$ cat src/hdl/pcbd_pkg.sv
// Shared constants, action codes and controller/datapath interface types for the dimmer.
package pcbd_pkg;

	localparam int PULSE_TOP     = 32;
	localparam int TABLE_ENTRIES = 30;
	localparam int TABLE_MAX     = 32;

	localparam int LVL_W = 5;
	localparam int CNT_W = $clog2(PULSE_TOP + 1);
	localparam int THR_W = 9;

	localparam logic [LVL_W-1:0] LVL_CAP = 5'd31;

	localparam logic [1:0] REQ_BRIGHT = 2'd0;
	localparam logic [1:0] REQ_CLOSE  = 2'd1;
	localparam logic [1:0] REQ_OPEN   = 2'd2;

	localparam logic [1:0] ACT_PULSE  = 2'd0;
	localparam logic [1:0] ACT_LOW    = 2'd1;
	localparam logic [1:0] ACT_SETTLE = 2'd2;

	localparam logic [THR_W-1:0] THRESH [TABLE_MAX] = '{
		9'd30,  9'd35,  9'd40,  9'd45,  9'd50,  9'd56,  9'd63,  9'd72,
		9'd80,  9'd87,  9'd100, 9'd109, 9'd114, 9'd120, 9'd130, 9'd138,
		9'd146, 9'd154, 9'd162, 9'd170, 9'd178, 9'd186, 9'd194, 9'd202,
		9'd210, 9'd218, 9'd226, 9'd234, 9'd242, 9'd256, 9'd256, 9'd256
	};

	typedef struct packed {
		logic       load;
		logic       emit;
		logic       dec;
		logic [1:0] act;
		logic       last;
	} cmd_t;

	typedef struct packed {
		logic go;
		logic go_low;
		logic slot_free;
		logic run_end;
	} status_t;

endpackage

$ cat src/hdl/pcbd_dp.sv
// Datapath: level mapping, stored levels, pulse counter and output word register.
module pcbd_dp (
	input  logic                          clk,
	input  logic                          arst_n,
	input  pcbd_pkg::cmd_t                cmd,
	output pcbd_pkg::status_t             status,
	input  logic [1:0]                    req_type,
	input  logic [7:0]                    brightness_value,
	output logic                          out_valid,
	input  logic                          out_stall,
	output logic [1:0]                    line_action,
	output logic [pcbd_pkg::LVL_W-1:0]    new_level,
	output logic                          last
);
	import pcbd_pkg::*;

	logic [LVL_W-1:0] cur_q;
	logic [LVL_W-1:0] saved_q;
	logic             lid_open_q;
	logic [LVL_W-1:0] lvl_q;
	logic [CNT_W-1:0] cnt_q;
	logic             out_valid_q;
	logic [1:0]       act_q;
	logic [LVL_W-1:0] level_q;
	logic             last_q;

	logic [THR_W-1:0] val_ext;
	logic [LVL_W:0]   idx;
	logic [LVL_W:0]   idx_sum;
	logic [LVL_W-1:0] mapped;
	logic [LVL_W-1:0] prog_lvl;
	logic [LVL_W-1:0] cur_d;
	logic [LVL_W-1:0] saved_d;
	logic             lid_d;
	logic             go;

	assign val_ext = {1'b0, brightness_value};

	always_comb begin
		idx = (LVL_W+1)'(TABLE_ENTRIES - 1);
		for (int j = TABLE_MAX - 1; j >= 1; j--) begin
			if (j <= TABLE_ENTRIES - 1 && val_ext < THRESH[j]) begin
				idx = (LVL_W+1)'(j - 1);
			end
		end
		idx_sum = idx + (LVL_W+1)'(2);
		if (val_ext < THRESH[0]) begin
			mapped = (brightness_value != 8'd0) ? LVL_W'(1) : '0;
		end else if (idx_sum > {1'b0, LVL_CAP}) begin
			mapped = LVL_CAP;
		end else begin
			mapped = idx_sum[LVL_W-1:0];
		end
	end

	always_comb begin
		cur_d    = cur_q;
		saved_d  = saved_q;
		lid_d    = lid_open_q;
		prog_lvl = '0;
		go       = 1'b0;
		case (req_type)
			REQ_BRIGHT: begin
				prog_lvl = mapped;
				cur_d    = mapped;
				go       = lid_open_q && (mapped != cur_q);
			end
			REQ_CLOSE: begin
				saved_d  = cur_q;
				prog_lvl = '0;
				cur_d    = '0;
				go       = lid_open_q;
				lid_d    = 1'b0;
			end
			REQ_OPEN: begin
				prog_lvl = (cur_q != '0) ? cur_q : saved_q;
				cur_d    = prog_lvl;
				go       = 1'b1;
				lid_d    = 1'b1;
			end
			default: begin
				go = 1'b0;
			end
		endcase
	end

	assign status.go        = go;
	assign status.go_low    = (prog_lvl == '0);
	assign status.slot_free = !out_valid_q || !out_stall;
	assign status.run_end   = (cnt_q == CNT_W'(lvl_q));

	always_ff @(posedge clk or negedge arst_n) begin
		if (!arst_n) begin
			cur_q       <= '0;
			saved_q     <= '0;
			lid_open_q  <= 1'b1;
			out_valid_q <= 1'b0;
		end else begin
			if (cmd.load) begin
				cur_q      <= cur_d;
				saved_q    <= saved_d;
				lid_open_q <= lid_d;
			end
			if (cmd.emit) begin
				out_valid_q <= 1'b1;
			end else if (!out_stall) begin
				out_valid_q <= 1'b0;
			end
		end
	end

	always_ff @(posedge clk) begin
		if (cmd.load && go) begin
			lvl_q <= prog_lvl;
			cnt_q <= CNT_W'(PULSE_TOP);
		end else if (cmd.dec) begin
			cnt_q <= cnt_q - CNT_W'(1);
		end
		if (cmd.emit) begin
			act_q   <= cmd.act;
			level_q <= lvl_q;
			last_q  <= cmd.last;
		end
	end

	assign out_valid   = out_valid_q;
	assign line_action = act_q;
	assign new_level   = level_q;
	assign last        = last_q;

endmodule

$ cat src/hdl/pcbd_ctrl.sv
// Controller: sequences pulse runs, settle and hold-low words.
module pcbd_ctrl (
	input  logic                clk,
	input  logic                arst_n,
	input  logic                in_valid,
	output logic                in_stall,
	input  pcbd_pkg::status_t   status,
	output pcbd_pkg::cmd_t      cmd
);
	import pcbd_pkg::*;

	localparam logic [1:0] ST_IDLE   = 2'd0;
	localparam logic [1:0] ST_PULSE  = 2'd1;
	localparam logic [1:0] ST_SETTLE = 2'd2;
	localparam logic [1:0] ST_LOW    = 2'd3;

	logic [1:0] state_q;
	logic [1:0] state_d;

	assign in_stall = (state_q != ST_IDLE);

	always_comb begin
		state_d  = state_q;
		cmd.load = 1'b0;
		cmd.emit = 1'b0;
		cmd.dec  = 1'b0;
		cmd.act  = ACT_PULSE;
		cmd.last = 1'b0;
		case (state_q)
			ST_IDLE: begin
				if (in_valid) begin
					cmd.load = 1'b1;
					if (status.go) begin
						state_d = status.go_low ? ST_LOW : ST_PULSE;
					end
				end
			end
			ST_PULSE: begin
				if (status.slot_free) begin
					cmd.emit = 1'b1;
					cmd.dec  = 1'b1;
					if (status.run_end) begin
						state_d = ST_SETTLE;
					end
				end
			end
			ST_SETTLE: begin
				if (status.slot_free) begin
					cmd.emit = 1'b1;
					cmd.act  = ACT_SETTLE;
					cmd.last = 1'b1;
					state_d  = ST_IDLE;
				end
			end
			ST_LOW: begin
				if (status.slot_free) begin
					cmd.emit = 1'b1;
					cmd.act  = ACT_LOW;
					cmd.last = 1'b1;
					state_d  = ST_IDLE;
				end
			end
			default: begin
				state_d = ST_IDLE;
			end
		endcase
	end

	always_ff @(posedge clk or negedge arst_n) begin
		if (!arst_n) begin
			state_q <= ST_IDLE;
		end else begin
			state_q <= state_d;
		end
	end

endmodule

$ cat src/hdl/pulse_count_backlight_dimmer.sv
// Top level of the pulse-count backlight dimmer.
// One request word is taken while the controller is idle. A brightness request
// that changes the level L with the lid open gives PULSE_TOP+1-L pulse words and
// a settle word, a request to level 0 gives one hold-low word, and a request
// with no result gives no word. The block stays busy until its last word is in
// the single output word register, which takes one result word per cycle while
// the output is not stalled.
module pulse_count_backlight_dimmer (
	input  logic                          clk,
	input  logic                          arst_n,
	input  logic                          in_valid,
	output logic                          in_stall,
	input  logic [1:0]                    req_type,
	input  logic [7:0]                    brightness_value,
	output logic                          out_valid,
	input  logic                          out_stall,
	output logic [1:0]                    line_action,
	output logic [pcbd_pkg::LVL_W-1:0]    new_level,
	output logic                          last
);
	import pcbd_pkg::*;

	cmd_t    cmd;
	status_t status;

	pcbd_ctrl u_ctrl (
		.clk      (clk),
		.arst_n   (arst_n),
		.in_valid (in_valid),
		.in_stall (in_stall),
		.status   (status),
		.cmd      (cmd)
	);

	pcbd_dp u_dp (
		.clk              (clk),
		.arst_n           (arst_n),
		.cmd              (cmd),
		.status           (status),
		.req_type         (req_type),
		.brightness_value (brightness_value),
		.out_valid        (out_valid),
		.out_stall        (out_stall),
		.line_action      (line_action),
		.new_level        (new_level),
		.last             (last)
	);

	a_pulse_not_last: assert property (@(posedge clk) disable iff (!arst_n)
		out_valid && line_action == ACT_PULSE |-> !last)
		else $error("pulse word marked last");

	a_low_is_off: assert property (@(posedge clk) disable iff (!arst_n)
		out_valid && line_action == ACT_LOW |-> last && new_level == '0)
		else $error("hold-low word with nonzero level or not last");

	a_settle_level: assert property (@(posedge clk) disable iff (!arst_n)
		out_valid && line_action == ACT_SETTLE |-> last && new_level != '0)
		else $error("settle word malformed");

	a_no_load_busy: assert property (@(posedge clk) disable iff (!arst_n)
		cmd.load |-> !cmd.emit && !in_stall)
		else $error("word loaded while emitting");

endmodule
$ cat config.mk
export PLATFORM = sky130hd
export DESIGN_NAME = pulse_count_backlight_dimmer
export DESIGN_NICKNAME = d
export VERILOG_FILES = /design/src/hdl/pcbd_pkg.sv /design/src/hdl/pcbd_dp.sv /design/src/hdl/pcbd_ctrl.sv /design/src/hdl/pulse_count_backlight_dimmer.sv
export SDC_FILE = /design/constraint.sdc
export NUM_CORES = 1
export LEC_CHECK = 0
export BUFFER_PORTS_ARGS = -buffer_cell sky130_fd_sc_hd__clkbuf_2
export CAP_MARGIN = 30
export CORE_MARGIN = 2
export CORE_UTILIZATION = 58
export CTS_CLUSTER_SIZE = 30
export DETAILED_ROUTE_END_ITERATION = 10
export PLACE_DENSITY = 0.87
export SLEW_MARGIN = 25
export SYNTH_ARGS = -nofsm -noshare
export SYNTH_HDL_FRONTEND = slang
export SYNTH_SLANG_ARGS = --single-unit
$ cat constraint.sdc
create_clock -name clk -period 2.6 [get_ports clk]
set_input_delay 0.52 -clock clk [delete_from_list [all_inputs] [get_ports clk]]
set_output_delay 0.52 -clock clk [all_outputs]
set_load 0.1 [all_outputs]
# Yosys cells after proc, flatten, opt, wreduce, memory -nomap -nowiden
# Cells that the tools add are included.
op_classes:
  n_reduce_logical: 18
  mux: 55
  order_cmp: 31
  addsub: 2
  eq_ne: 13
op_table:
  columns: ["cell", "n"]
  rows:
  - ["6-bit two-way mux", 27]
  - ["8-bit less-than comparator (second input constant)", 15]
  - ["8-bit by 7-bit less-than comparator with 1-bit output (second input constant)", 7]
  - ["8-bit by 6-bit less-than comparator with 1-bit output (second input constant)", 6]
  - ["2-bit two-way mux", 8]
  - ["5-bit two-way mux", 3]
  - ["5-bit one-hot mux with 3 select lines", 1]
  - ["5-bit one-hot mux with 2 select lines", 1]
  - ["8-bit by 9-bit less-than comparator with 1-bit output (second input constant)", 1]
  - ["8-bit by 5-bit less-than comparator with 1-bit output (second input constant)", 1]
  - ["1-bit two-way mux", 8]
  - ["8-bit nonzero test", 1]
  - ["6-bit by 2-bit adder with 6-bit output (second input constant)", 1]
  - ["2-bit == test (second input constant)", 3]
  - ["6-bit by 5-bit == test with 1-bit output", 1]
  - ["6-bit by 5-bit greater-than comparator with 1-bit output (second input constant)", 1]
  - ["3-bit two-way mux", 2]
  - ["2-bit by 1-bit inequality test with 1-bit output (second input constant)", 3]
  - ["2-bit inequality test (second input constant)", 3]
  - ["2-bit one-hot mux with 3 select lines", 1]
  - ["3-bit one-hot mux with 2 select lines", 1]
  - ["2-bit AND reduction", 3]
  - ["6-bit by 1-bit subtractor with 6-bit output (second input constant)", 1]
  - ["5-bit logical NOT", 1]
  - ["13 further kinds", 19]
word_totals:
  register_bits: 33
  elab_cells: 129
  input_bits: 14
  output_inout_bits: 10

# Longest topological paths before layout
logic_depth:
  ltp_word: 40
  ltp_mapped: 13

# By module
# A second synthesis with hierarchy kept.
unflattened:
  cells_unflattened: 231
  hier_area_um2: 2244.7
modules_own_cells:
  columns: ["mod", "seq_area_each_um2", "cells_each", "area_per_inst_um2", "instances"]
  rows:
  - ["pcbd_dp", 812.0, 214, 2102.0, 1]
  - ["pcbd_ctrl", 50.0, 17, 142.6, 1]

# Least setup slack after synthesis
# No wires, ideal clock.
synth_timing:
  path_kind: "input to register"
  startpoint: "input brightness_value[3]"
  endpoint: "register u_dp.lvl_q[0], enable pin"
  path_stages: 12
  path_slack_ns: -0.853
  n_path_buf: 0
  t_required_ns: 2.261
  t_arrival_ns: 3.113
  path_cell_list: "or3_4 -> o21ai_0 -> o211ai_1 -> nor2b_1 -> ha_1 -> o211ai_1 -> or3b_1 -> nor2b_1 -> o311ai_0 -> o41ai_2 -> o21a_1 -> nor2_1"
synth_via:
  elab_chain_len: 38
  elab_cells_between_ends: 69
  cone_classes: "add/sub: 1; order compare: 31; eq/ne: 1; mux: 33; reduce/logical: 3"
synth_lines:
  columns: ["item", "line", "rtl"]
  rows:
  - ["start: declaration", "pulse_count_backlight_dimmer.sv:14", "input logic [7:0] brightness_value,"]
  - ["8-bit by 9-bit less-than comparator with 1-bit output", null, null]
  - ["1-bit two-way mux", "pcbd_dp.sv:42", "if (j <= TABLE_ENTRIES - 1 && val_ext < THRESH[j]) begin"]
  - ["3-bit two-way mux", "pcbd_dp.sv:42", null]
  - ["6-bit two-way mux (27 in series)", "pcbd_dp.sv:42", null]
  - ["6-bit by 2-bit adder with 6-bit output", "pcbd_dp.sv:46", "idx_sum = idx + (LVL_W+1)'(2);"]
  - ["6-bit by 5-bit greater-than comparator with 1-bit output", "pcbd_dp.sv:49", "end else if (idx_sum > {1'b0, LVL_CAP}) begin"]
  - ["5-bit two-way mux", "pcbd_dp.sv:49", null]
  - ["5-bit two-way mux (*)", "pcbd_dp.sv:47", "if (val_ext < THRESH[0]) begin"]
  - ["5-bit inequality test (*)", "pcbd_dp.sv:66", "go = lid_open_q && (mapped != cur_q);"]
  - ["1-bit logical AND (*)", "pcbd_dp.sv:66", null]
  - ["1-bit one-hot mux with 3 select lines (*)", "pcbd_dp.sv:62", "case (req_type)"]
  - ["1-bit logical AND (*)", "pcbd_dp.sv:113", "if (cmd.load && go) begin"]
  - ["end signal: assignment", "pcbd_dp.sv:114", "lvl_q <= prog_lvl;"]
  - ["end: declaration", "pcbd_dp.sv:20", "logic [LVL_W-1:0] lvl_q;"]
# Every way passes the cells marked *; elsewhere a longest branch is shown, timed or not.
# A chain may end at the register's enable or synchronous reset.

# Worst setup path after layout
layout_timing:
  startpoint: "input brightness_value[1]"
  endpoint: "register u_dp.cnt_q[5]"
layout_via:
  elab_chain_len: 38
  elab_cells_between_ends: 69
  cone_classes: "add/sub: 1; order compare: 31; eq/ne: 1; mux: 33; reduce/logical: 3"
layout_lines:
  columns: ["item", "line", "rtl"]
  rows:
  - ["8-bit by 9-bit less-than comparator with 1-bit output", null, null]
  - ["1-bit two-way mux", "pcbd_dp.sv:42", null]
  - ["3-bit two-way mux", "pcbd_dp.sv:42", null]
  - ["6-bit two-way mux (27 in series)", "pcbd_dp.sv:42", null]
  - ["6-bit by 2-bit adder with 6-bit output", "pcbd_dp.sv:46", null]
  - ["6-bit by 5-bit greater-than comparator with 1-bit output", "pcbd_dp.sv:49", null]
  - ["5-bit two-way mux", "pcbd_dp.sv:49", null]
  - ["5-bit two-way mux (*)", "pcbd_dp.sv:47", null]
  - ["5-bit inequality test (*)", "pcbd_dp.sv:66", null]
  - ["1-bit logical AND (*)", "pcbd_dp.sv:66", null]
  - ["1-bit one-hot mux with 3 select lines (*)", "pcbd_dp.sv:62", null]
  - ["1-bit logical AND (*)", "pcbd_dp.sv:113", null]
  - ["end signal: assignment", "pcbd_dp.sv:115", "cnt_q <= CNT_W'(PULSE_TOP);"]
  - ["end signal: assignment", "pcbd_dp.sv:117", "cnt_q <= cnt_q - CNT_W'(1);"]
  - ["end: declaration", "pcbd_dp.sv:21", "logic [CNT_W-1:0] cnt_q;"]
# Marks and branches as above.

==> impl_results.md <==
- Prevailing post-synth register cell: edfxtp_1
- Max Clock Skew: 0.008874 ns
- Core area: 3661 µm²
- Peak per-stage delay on the critical path: 0.43 ns
- Root Driver: clkbuf_8
- Die Height: 65.50 µm
- Slew Viols, Final: 0
- GP Congestion: 0.9239
- # clock sinks: 33
- NetSw: 1.355 mW
- Syn avg cell area: 8.916 µm²
- Ratio of final minimum period to clock period: 129.6%
- Chip width: 65.50 µm
- Antenna cells: 0
- Area contributors post-synth: edfxtp_1 18%, dfrtp_1 15%, dfxtp_1 5.5%, o21ai_0 4.6%, a21oi_1 4.1%
- Overall Global Routing Usage: 29.99%
- Worst-Skew Late Latency: 0.29 ns
- Power density over the cells: 997.6 nW/µm²
- Mapped Area: 2193 µm²
- Setup_tns: -10.69 ns
- I/O pins: 24
- VDD IR max: 762.3 µV
- Worst Tran Pin Value: 0.8731 ns
- Cell area after layout: 2973 µm²
- Die area: 4290 µm²
- Slew HR: 41.26%
- Synth unique cells: 59
- Placed cell area: 2615 µm²
- H-tree lvl count: 2
- Crit-path cells: buf_6 > buf_4 > o31a_1 > o21ai_0 > nor2b_1 > ha_2 > o211ai_1 > or3b_4 > and3_4 > mux2_4 > o41ai_4 > o21a_2 > buf_4 > o21ai_1
- Setup ws final: -0.7705 ns
- First-pass GRT wire length: 9.811 mm
- Post-CTS Hold Fix Bufs: 0
- Initial Util: 59.91%
- Fraction of power spent switching nets: 45.70%
- Most area-hungry cell type in the Yosys netlist: edfxtp_1
- Crit path top cell by count: buf_4
- Share of cells above drive strength 1: 36.86%
- Fin Hold WS: 0.1218 ns
- Yosys reg bits: 33
- Fraction of registers with async set/reset: 42.42%
- Worst min path class: in -> async
- Synth warn: 0
- Clk pwr share: 19.6%
- Worst-path cell with the longest stage delay: or3b_4
- Remaining antenna violation count: 0
- Mapped Cells: 246
- DRC: 0
- RSZ-0062 raised after global routing: yes
- Nets@finish: 331
- Max-cap viol count: 0
- Grt total ovfl: 0
- Final Setup Violations: 21
- Vias in the first global route: 2055
- Leak: 1.305 nW
- Area share of the largest cell type after synthesis: 17.80%
- Run status: finished with violations
- Pin count of the biggest net entering global routing: 15
- Crit path max fanout: 4
- Routed via count: 2260
- CTS tree: built
- Setup WS pre-CTS: -0.9755 ns
- F_max: 296.7 MHz
- CTS Buf Count: 5
- Synth-to-layout area growth: 35.54%
- Final Hold Fails: 0
- DP HPWL: 3.996 mm
- Req. time, crit path: 2.76 ns
- Site row count: 22
- Seq pwr share: 32.2%
- Reg clk slew, reported paths: 0.08 ns
- Bufs on Longest Clock Path: 2
- Wirelength, routed: 6.852 mm
- Seq/Total Area, Yosys: 39.30%
- Critical path class: in -> reg
- DR WL/cell: 19.03 µm
- Syn_nets: 266
- Startpoint types: input port
- Setup crit end kind: flop
- Worst path arrival time: 3.53 ns
- Final worst path period need: 3.371 ns
- Fill count: 186
- EDFF count, synth: 13
- Initial antenna violation count: 0
- DR iter-0 viols: 265
- Failing checks: negative setup slack
- PortBufs: 23
- Pre-antenna DRT Iters: 5
- Vias per cell: 6.278
- Logic gate share of total power: 48.3%
- Pint: 1.610 mW
==> worst max-delay path: cells and delay by family <==
family,cells,cell delay (ns)
adders and majority gates,1,0.19
and+or+nand+nor,3,0.79
buffers and inverters,3,0.35
muxes,1,0.28
AOI/OAI and AO/OA,6,1.40
==> per-stage QoR <==
stage	utilization (%)	total power [mW]	instances
floorplan	-	1.890	246
global placement	71.43	2.145	342
detailed placement	71.43	2.184	342
CTS	78.06	2.839	358
global route	81.20	3.074	360
finish	81.20	2.966	360
==> worst paths after layout <==
path / cells past startpoint / from / to / slack [ns]
max: 14 / brightness_value[1] / u_dp.cnt_q[5]$_SDFFE_PP1P_ / -0.77
min in group clk: 0 / u_dp.lvl_q[4]$_DFFE_PP_ / u_dp.new_level[4]$_DFFE_PP_ / 0.48
min reg2reg: 0 / u_dp.lvl_q[4]$_DFFE_PP_ / u_dp.new_level[4]$_DFFE_PP_ / 0.48
max reg2reg: 7 / u_dp.lvl_q[2]$_DFFE_PP_ / u_ctrl.state_q[1]$_DFFE_PN0P_ / 0.26
min: 1 / arst_n / u_ctrl.state_q[1]$_DFFE_PN0P_ / 0.12
max in group asynchronous: 1 / arst_n / u_dp.lid_open_q$_DFFE_PN1P_ / 2.17
==> cells in the mapped netlist, types with 3 or more instances <==
cell       n
nor2_1    23
nand2_1   20
o21ai_0   20
a21oi_1   18
dfrtp_1   13
edfxtp_1  13
clkbuf_1  11
inv_1     10
xnor2_1    8
nor3_1     7
dfxtp_1    6
ha_1       6
mux2_2     6
nand3_1    6
nor2b_1    6
xor2_1     5
mux2i_1    4
and3_1     3
nor3b_1    3
nor4_1     3
o211ai_1   3
o22ai_1    3
or2_2      3
or4_1      3
==> cell usage in the layout, fill, tap and decap left out, drive strengths merged, types with 3 or more instances in the layout <==
master,count
dfrtp,13
or4,4
a21oi,18
edfxtp,13
and3,3
nor3,7
nand2,20
clkbuf,26
nor2,23
nor2b,6
nand3,6
dfxtp,6
buf,50
or2,3
o22ai,3
o21ai,21
ha,6
xnor2,8
nor3b,3
o211ai,3
nor4,3
inv,10
mux2i,4
mux2,6
or3,3
xor2,5
==> what timing repair did <==
item,4_1_cts,5_1_grt
gates resized for setup,11,26
hold endpoints to repair,0,0
setup buffers,8,5
pin swaps,8,5
endpoints found under the setup margin,19,21
==> flip-flops by register name, summed over array words and instances, names as in the netlist <==
signal / cells
u_ctrl.state_q: 2
u_dp.cnt_q: 6
u_dp.cur_q: 5
u_dp.last: 1
u_dp.lid_open_q: 1
u_dp.line_action: 2
u_dp.lvl_q: 5
u_dp.new_level: 5
u_dp.out_valid: 1
u_dp.saved_q: 5
==> power by group through the flow <==
| stage | combinational (mW) | sequential, mW | clock [mW] |
|---|---|---|---|
| 6_report | 1.43 | 0.954 | 0.580 |
| 5_1_grt | 1.51 | 0.969 | 0.595 |
| 4_1_cts | 1.33 | 0.937 | 0.573 |
| 3_5_place_dp | 1.24 | 0.941 | 0 |
| 3_3_place_gp | 1.21 | 0.930 | 0 |
| 2_1_floorplan | 0.674 | 1.22 | 0 |
==> metal layers <==
metal | GRT usage (%) | share of wire, %
met4 | 7.292 | 3.8
met2 | 50.00 | 48
met5 | 0 | 0
met1 | 40.00 | 40
met3 | 6.336 | 8.0
==> cell families (layout without fill, tap and decap cells) <==
logic type      count (synthesis)  in the layout  share of synthesized area (%)
compound gates                 69             69                          20.99
xor+xnor                       13             13                          5.191
fa+ha+maj                       6              6                          3.423
buf+inv                        23             89                          4.050
flops                          33             33                          39.30
mux                            10             10                          4.906
simple gates                   92             92                          22.13
==> area by class of cell <==
| cell class | instances | area (µm²) | share of cell area (%) |
|---|---|---|---|
| flip-flops and latches | 33 | 862.1 | 29.00 |
| well taps | 48 | 60.06 | 2.020 |
| clock inverters | 3 | 65.06 | 2.189 |
| clock buffers | 5 | 68.82 | 2.315 |
| multi-input cells | 190 | 1369 | 46.04 |
| inverters | 10 | 37.54 | 1.263 |
| repair buffers | 71 | 510.5 | 17.17 |
Power figures use the tool's default switching activity.
